<file path="src/rtl/core/mexp_pkg.sv">
// Shared word width, register indexes and related types for the modular exponentiation block.
package mexp_pkg;

  localparam int WORD_BITS = 32;
  localparam int INDEX_BITS = 2;
  localparam int CNT_BITS = $clog2(WORD_BITS);

  typedef logic [WORD_BITS-1:0] word_t;
  typedef logic [INDEX_BITS-1:0] reg_index_t;

  localparam reg_index_t REG_MODULUS = INDEX_BITS'(0);
  localparam reg_index_t REG_EXPONENT = INDEX_BITS'(1);

endpackage

</file>
<file path="src/rtl/core/mexp_if.sv">
// Valid/ready channel interfaces for base items, power results and register writes.
interface mexp_in_if;
  import mexp_pkg::*;
  logic valid;
  logic ready;
  word_t base;
  modport source(output valid, output base, input ready);
  modport sink(input valid, input base, output ready);
endinterface

interface mexp_out_if;
  import mexp_pkg::*;
  logic valid;
  logic ready;
  word_t power;
  modport source(output valid, output power, input ready);
  modport sink(input valid, input power, output ready);
endinterface

interface mexp_cfg_if;
  import mexp_pkg::*;
  logic valid;
  logic ready;
  reg_index_t index;
  word_t data;
  modport source(output valid, output index, output data, input ready);
  modport sink(input valid, input index, input data, output ready);
endinterface

</file>
<file path="src/rtl/core/modular_exponentiation_top.sv">
// Right-to-left square-and-multiply modular exponentiation with one shift-add modular multiplier.
//
// Usage: write the modulus (index 0) and the exponent (index 1) through the cfg channel,
// which is always ready and takes one write per cycle. Each transfer on the item channel
// carries a base; one transfer on the result channel later returns base^exponent mod modulus.
// Writes to other indexes are dropped, and a modulus of zero returns zero without any product.
// Each modular product runs through the shared multiplier, one multiplier bit per cycle.
// An item needs one product to reduce the base, one square per exponent bit and one
// extra product per set exponent bit.
// The item channel is ready only while the sequencer is idle.
// The result sits in an output register; a new item is taken while it waits. If the
// receiver still stalls when the next result is finished, the sequencer holds in its
// final state until the register frees up.
// Reset is synchronous: the modulus returns to 1, the exponent to 0, the sequencer goes
// idle and any pending result is dropped.
module modular_exponentiation_top (
  input logic clk,
  input logic rst,
  mexp_cfg_if.sink cfg,
  mexp_in_if.sink item,
  mexp_out_if.source result
);
  import mexp_pkg::*;

  localparam logic [CNT_BITS-1:0] CNT_LAST = CNT_BITS'(WORD_BITS - 1);

  typedef enum logic [4:0] {
    S_IDLE   = 5'b00001,
    S_REDUCE = 5'b00010,
    S_MUL    = 5'b00100,
    S_SQUARE = 5'b01000,
    S_DONE   = 5'b10000
  } state_t;

  state_t state, state_next;

  word_t modulus, exponent;
  word_t mod_op;
  word_t acc, sq, acc_next, sq_next;
  word_t e_sh;
  logic [CNT_BITS-1:0] ebit;
  word_t mul_a, mul_b, mul_acc;
  logic [CNT_BITS-1:0] mul_cnt;
  word_t power;
  logic out_valid;

  word_t partial, step_res;
  logic [WORD_BITS+1:0] step_sum, step_sub1, step_sub2;
  logic mul_busy, mul_done;
  word_t one_mod;

  assign cfg.ready = 1'b1;
  assign item.ready = (state == S_IDLE);
  assign result.valid = out_valid;
  assign result.power = power;

  // 1 mod m, used both as the starting accumulator and as the factor that reduces the base.
  assign one_mod = (modulus == WORD_BITS'(1)) ? '0 : WORD_BITS'(1);

  // One multiplier bit per cycle: 2*acc + bit*a lies below 3m, so subtract m or 2m.
  assign partial = mul_b[WORD_BITS-1] ? mul_a : '0;
  assign step_sum = {1'b0, mul_acc, 1'b0} + {2'b00, partial};
  assign step_sub1 = step_sum - {2'b00, mod_op};
  assign step_sub2 = step_sum - {1'b0, mod_op, 1'b0};

  always_comb begin
    if (!step_sub2[WORD_BITS+1]) begin
      step_res = step_sub2[WORD_BITS-1:0];
    end else if (!step_sub1[WORD_BITS+1]) begin
      step_res = step_sub1[WORD_BITS-1:0];
    end else begin
      step_res = step_sum[WORD_BITS-1:0];
    end
  end

  assign mul_busy = (state == S_REDUCE) || (state == S_MUL) || (state == S_SQUARE);
  assign mul_done = mul_busy && (mul_cnt == CNT_LAST);

  // Where the sequencer goes when the current product finishes.
  always_comb begin
    acc_next = acc;
    sq_next = sq;
    state_next = state;
    case (state)
      S_REDUCE: begin
        sq_next = step_res;
        state_next = e_sh[0] ? S_MUL : S_SQUARE;
      end
      S_MUL: begin
        acc_next = step_res;
        state_next = S_SQUARE;
      end
      S_SQUARE: begin
        sq_next = step_res;
        if (ebit == CNT_LAST) begin
          state_next = S_DONE;
        end else begin
          state_next = e_sh[1] ? S_MUL : S_SQUARE;
        end
      end
      default: begin
        state_next = state;
      end
    endcase
  end

  always_ff @(posedge clk) begin
    if (rst) begin
      modulus <= WORD_BITS'(1);
      exponent <= '0;
    end else if (cfg.valid && cfg.ready) begin
      case (cfg.index)
        REG_MODULUS: modulus <= cfg.data;
        REG_EXPONENT: exponent <= cfg.data;
        default: begin
        end
      endcase
    end
  end

  always_ff @(posedge clk) begin
    if (rst) begin
      state <= S_IDLE;
      out_valid <= 1'b0;
    end else begin
      // A finished result refills the register in the same cycle as the previous transfer.
      if ((state == S_DONE) && (!out_valid || result.ready)) begin
        out_valid <= 1'b1;
      end else if (result.valid && result.ready) begin
        out_valid <= 1'b0;
      end
      case (state)
        S_IDLE: begin
          if (item.valid && item.ready) begin
            state <= (modulus == '0) ? S_DONE : S_REDUCE;
          end
        end
        S_REDUCE, S_MUL, S_SQUARE: begin
          if (mul_done) begin
            state <= state_next;
          end
        end
        S_DONE: begin
          if (!out_valid || result.ready) begin
            state <= S_IDLE;
          end
        end
        default: begin
          state <= S_IDLE;
        end
      endcase
    end
  end

  // Datapath registers carry no reset; the sequencer decides when they are meaningful.
  always_ff @(posedge clk) begin
    case (state)
      S_IDLE: begin
        if (item.valid) begin
          mod_op <= modulus;
          acc <= (modulus == '0) ? '0 : one_mod;
          mul_a <= one_mod;
          mul_b <= item.base;
          mul_acc <= '0;
          mul_cnt <= '0;
          e_sh <= exponent;
          ebit <= '0;
        end
      end
      S_REDUCE, S_MUL, S_SQUARE: begin
        if (mul_done) begin
          acc <= acc_next;
          sq <= sq_next;
          mul_a <= (state_next == S_MUL) ? acc_next : sq_next;
          mul_b <= sq_next;
          mul_acc <= '0;
          mul_cnt <= '0;
          if (state == S_SQUARE) begin
            e_sh <= {1'b0, e_sh[WORD_BITS-1:1]};
            ebit <= ebit + CNT_BITS'(1);
          end
        end else begin
          mul_acc <= step_res;
          mul_b <= {mul_b[WORD_BITS-2:0], 1'b0};
          mul_cnt <= mul_cnt + CNT_BITS'(1);
        end
      end
      S_DONE: begin
        if (!out_valid || result.ready) begin
          power <= acc;
        end
      end
      default: begin
      end
    endcase
  end

  // The partial product must stay fully reduced throughout a multiplication.
  a_acc_reduced: assert property (@(posedge clk) disable iff (rst)
    mul_busy |-> (mul_acc < mod_op))
    else $error("partial product not below modulus");

  // Operands handed to the multiplier after the base reduction are residues.
  a_operand_reduced: assert property (@(posedge clk) disable iff (rst)
    ((state == S_MUL) || (state == S_SQUARE)) |->
      (mul_a < mod_op) && (mul_b < mod_op || mul_cnt != '0))
    else $error("multiplier operand not below modulus");

  // The bit counter advances by one per cycle inside a product.
  a_cnt_step: assert property (@(posedge clk) disable iff (rst)
    (mul_busy && mul_cnt != '0) |-> (mul_cnt == $past(mul_cnt) + CNT_BITS'(1)))
    else $error("multiplier bit counter skipped");

  // A result appears only from the final sequencer state.
  a_result_source: assert property (@(posedge clk) disable iff (rst)
    $rose(out_valid) |-> ($past(state) == S_DONE))
    else $error("result raised outside the final state");

  // An accepted item always starts work.
  a_accept_starts: assert property (@(posedge clk) disable iff (rst)
    (item.valid && item.ready) |=> (state != S_IDLE))
    else $error("accepted item did not start");

endmodule
</file>
<file path="src/flat_wrapper.sv">
// flat-port wrapper written by rule: the top's interface ports become plain ports
module modular_exponentiation_top_flat import mexp_pkg::*;
  (clk, rst, cfg_valid, cfg_index, cfg_data, cfg_ready, item_valid, item_base, item_ready, result_valid, result_power, result_ready);
  mexp_cfg_if cfg_i ();
  mexp_in_if item_i ();
  mexp_out_if result_i ();
  input logic clk;
  input logic rst;
  input wire logic [$bits(cfg_i.valid)-1:0] cfg_valid;
  input wire logic [$bits(cfg_i.index)-1:0] cfg_index;
  input wire logic [$bits(cfg_i.data)-1:0] cfg_data;
  output wire logic [$bits(cfg_i.ready)-1:0] cfg_ready;
  input wire logic [$bits(item_i.valid)-1:0] item_valid;
  input wire logic [$bits(item_i.base)-1:0] item_base;
  output wire logic [$bits(item_i.ready)-1:0] item_ready;
  output wire logic [$bits(result_i.valid)-1:0] result_valid;
  output wire logic [$bits(result_i.power)-1:0] result_power;
  input wire logic [$bits(result_i.ready)-1:0] result_ready;
  assign cfg_i.valid = cfg_valid;
  assign cfg_i.index = cfg_index;
  assign cfg_i.data = cfg_data;
  assign cfg_ready = cfg_i.ready;
  assign item_i.valid = item_valid;
  assign item_i.base = item_base;
  assign item_ready = item_i.ready;
  assign result_valid = result_i.valid;
  assign result_power = result_i.power;
  assign result_i.ready = result_ready;
  modular_exponentiation_top u_core (.clk(clk), .rst(rst), .cfg(cfg_i), .item(item_i), .result(result_i));
endmodule
</file>
<file path="config.mk">
export PLATFORM = sky130hd
export DESIGN_NAME = modular_exponentiation_top_flat
export DESIGN_NICKNAME = d
export VERILOG_FILES = /design/src/rtl/core/mexp_pkg.sv /design/src/rtl/core/mexp_if.sv /design/src/rtl/core/modular_exponentiation_top.sv /design/src/flat_wrapper.sv
export SDC_FILE = /design/constraint.sdc
export NUM_CORES = 1
export LEC_CHECK = 0
export ABC_AREA = 1
export BUFFER_PORTS_ARGS = -buffer_cell sky130_fd_sc_hd__buf_2
export CAP_MARGIN = 20
export CORE_ASPECT_RATIO = 0.8
export CORE_MARGIN = 2
export CORE_UTILIZATION = 50
export DETAILED_ROUTE_END_ITERATION = 8
export HOLD_SLACK_MARGIN = 0.06
export PLACE_DENSITY = 0.67
export SYNTH_ARGS = -nofsm -noshare
export SYNTH_HDL_FRONTEND = slang
export SYNTH_SLANG_ARGS = --single-unit
</file>
<file path="constraint.sdc">
create_clock -name clk -period 6 [get_ports clk]
set_input_delay 0.9 -clock clk [delete_from_list [all_inputs] [get_ports clk]]
set_output_delay 0.9 -clock clk [all_outputs]
set_load 0.005 [all_outputs]
</file>
==> flow_summary.toml <==
[global_routing]
grt_pass1_wl_um = 104000
grt_use_total = 0.302
antenna_found_initial = 0
grt_max_degree = 70
grt.overflow.total = 0
grt_pass1_vias = 18100

[setup_path]
critPathCaptureType = "flop"
crit_buf_inv = 4
critPathSlowestCell = "a21oi_1"
critical_path_class = "reg2reg"
path_depth = 26
max_stage_delay_ns = 0.45
crit_family = "compound AO/OA/AOI/OAI gates"
path_max_fanout = 24
reg2regPathDepth = 26
crit_top_cell = "nand2_1"
start_kind = "flop"
critPathRequiredTime_ns = 6.30
worstPathArrival_ns = 5.91

[yosys]
synthArstFlopShare = 0
synth_flop_cell = "edfxtp_1"
synth.avg_cell_area_um2 = 7.79
synth_edf_count = 266
netlist_area_um2 = 21500
synth-seq-cells = 336
synth_nets = 2931
yosysUniqueCellTypes = 54
synthCells = 2758
synth_warnings = 0
yosysSeqAreaShare = 0.437

[placed_design]
place_congestion = 0.973
hpwl_um = 52400
io_buffers = 104
dpl_worst_slack_ns = 0.330

[floorplanning]
coreArea_um2 = 42200
dieHeight_um = 189
ios = 106
die_w_um = 236
rows = 67
dieArea_um2 = 44600
start_util = 0.509

[timing]
setup_tns_ns = 0
timing.final.crit_share = 0.936
fin_ws_ns = 0.386
slew_viol_final = 0
worst_pin_slew_ns = 1.06
relSlewSlack = 0.295
finalSetupViolations = 0
fmax_mhz = 178
grt_setup_unrepaired = "no"
finClkSkew_ns = 0.0306
hold_violations = 0
layout_min_cycle_time_ns = 5.61

[layout]
areaGrowthSynthToFinish_pct = 11.5
antennaDiodeCount = 0
drive_gt1_frac = 0.125
n_fill_cell = 3979
fin_nets = 3033
final_common_cell = "nand2_1"
final_cell_mix = "nand2_1, nor2_1, inv_1"

[clocking]
cts_made_buffers = 35
htreeDepth = 2
clock_path_buffers = 3
path_clk_slew_ns = 0.07
post_cts_buffers = 0
cts_root_buffer = "clkbuf_16"
clock_latency_ns = 0.57
cts_tree = "yes"
clock_sinks = 336

[routing]
vias_per_cell = 5.53
vias = 19000
remaining_drc_errors = 0
drtIter0Drc = 1734
first_pass_iters = 6
routedWlPerCell_um = 19.6
ant_nets = 0
wl_um = 67300

[hold_path]
hold_depth = 0
hold_class = "reg2reg"

[run]
drv_cap = 0

[outcome]
outcome = "finished, final reports clean"
## through the flow
step           instance area (um2)  cells  hold WS (ns)   util
3_3_place_gp                 22700   3373         0.427  0.539
6_report                     24000   3439         0.441  0.568
3_5_place_dp                 22700   3373         0.428  0.539
4_1_cts                      23900   3437         0.443  0.566
5_1_grt                      24000   3439         0.444  0.568
2_1_floorplan                21500   2758         0.418      -
## worst register-to-register path, cell delays in order, from the launching register on
cell	delay, ns
edfxtp_1	0.40
buf_4	0.24
nand2_1	0.10
inv_1	0.04
ha_1	0.35
a21oi_1	0.28
o21bai_1	0.15
o21bai_1	0.26
a21oi_1	0.23
inv_1	0.13
nand2_1	0.10
nand3b_1	0.08
nand2_1	0.10
inv_1	0.12
ha_1	0.42
a21oi_1	0.30
o21ai_0	0.39
a21oi_1	0.45
nand3_1	0.32
nand2_1	0.17
nand3_1	0.09
nand3_1	0.23
nand3_1	0.10
nand2_1	0.09
nand2_1	0.07
nand2_1	0.06
nand3_1	0.08
## worst paths after layout
kind | start | to | slack (ns)
worst max-delay path | u_core.mul_b[31]$_DFFE_PP_ | u_core.mul_b[23]$_DFFE_PP_ | 0.39
worst min-delay path | u_core.acc[22]$_SDFFCE_PP0P_ | u_core.result.power[22]$_DFFE_PP_ | 0.44
worst max register to register | u_core.mul_b[31]$_DFFE_PP_ | u_core.mul_b[23]$_DFFE_PP_ | 0.39
worst min register to register | u_core.acc[22]$_SDFFCE_PP0P_ | u_core.result.power[22]$_DFFE_PP_ | 0.44
## registers in the layout, summed over array words and instances (netlist names)
register / count
u_core.state: 5
u_core.mul_a: 32
u_core.mul_b: 32
u_core.result.valid: 1
u_core.e_sh: 32
u_core.acc: 32
u_core.mod_op: 32
u_core.ebit: 5
u_core.result.power: 32
u_core.sq: 32
u_core.modulus: 32
u_core.mul_cnt: 5
u_core.mul_acc: 32
u_core.exponent: 32
## per-layer routing
layer	vias up	GRT usage	part of all wire
met1	8967	0.442	0.48
met3	92	0.0389	0.059
met5	-	0	0
li1	9315	-	-
met4	0	0.0889	0.026
met2	632	0.469	0.44
## timing repair
item                                    in CTS  in global routing
hold buffers                                 0                  0
resized for setup                            0                  3
endpoints found under the setup margin       0                 65
endpoints found under the hold margin        0                  0
## cells in the mapped netlist, drive strengths merged (39+ instances only)
cell / instances / area (um2)
a21oi: 168 / 863
buf: 39 / 253
clkbuf: 51 / 191
dfxtp: 70 / 1400
edfxtp: 266 / 7990
ha: 99 / 1240
inv: 290 / 1090
nand2: 808 / 3150
nand3: 280 / 1650
nor2: 344 / 1310
o21ai: 104 / 524
xor2: 56 / 490
## layout make-up
cell class / count / area, um2 / share of cell area
multi-input cells: 2042 / 10600 / 0.444
flip-flops and latches: 336 / 9390 / 0.392
inverters: 290 / 1090 / 0.0454
repair buffers: 155 / 993 / 0.0415
clock buffers: 46 / 991 / 0.0414
well taps: 552 / 691 / 0.0288
clock inverters: 18 / 176 / 0.00736
## kinds of logic (layout without fill, tap and decap cells)
| logic type | count (synthesis) | in the layout | share of synthesized area |
|---|---|---|---|
| other | 1 | 1 | 0.000175 |
| and+or+nand+nor | 1527 | 1527 | 0.313 |
| DFF | 336 | 336 | 0.437 |
| buffers and inverters | 380 | 509 | 0.0714 |
| adders and majority gates | 102 | 102 | 0.0605 |
| AOI/OAI and AO/OA | 340 | 340 | 0.0880 |
| xor gates and xnor gates | 72 | 72 | 0.0294 |
Power is left out: the tool's default activity adds up to more than one toggle a clock period on the data nets, which glitch-free logic cannot reach.
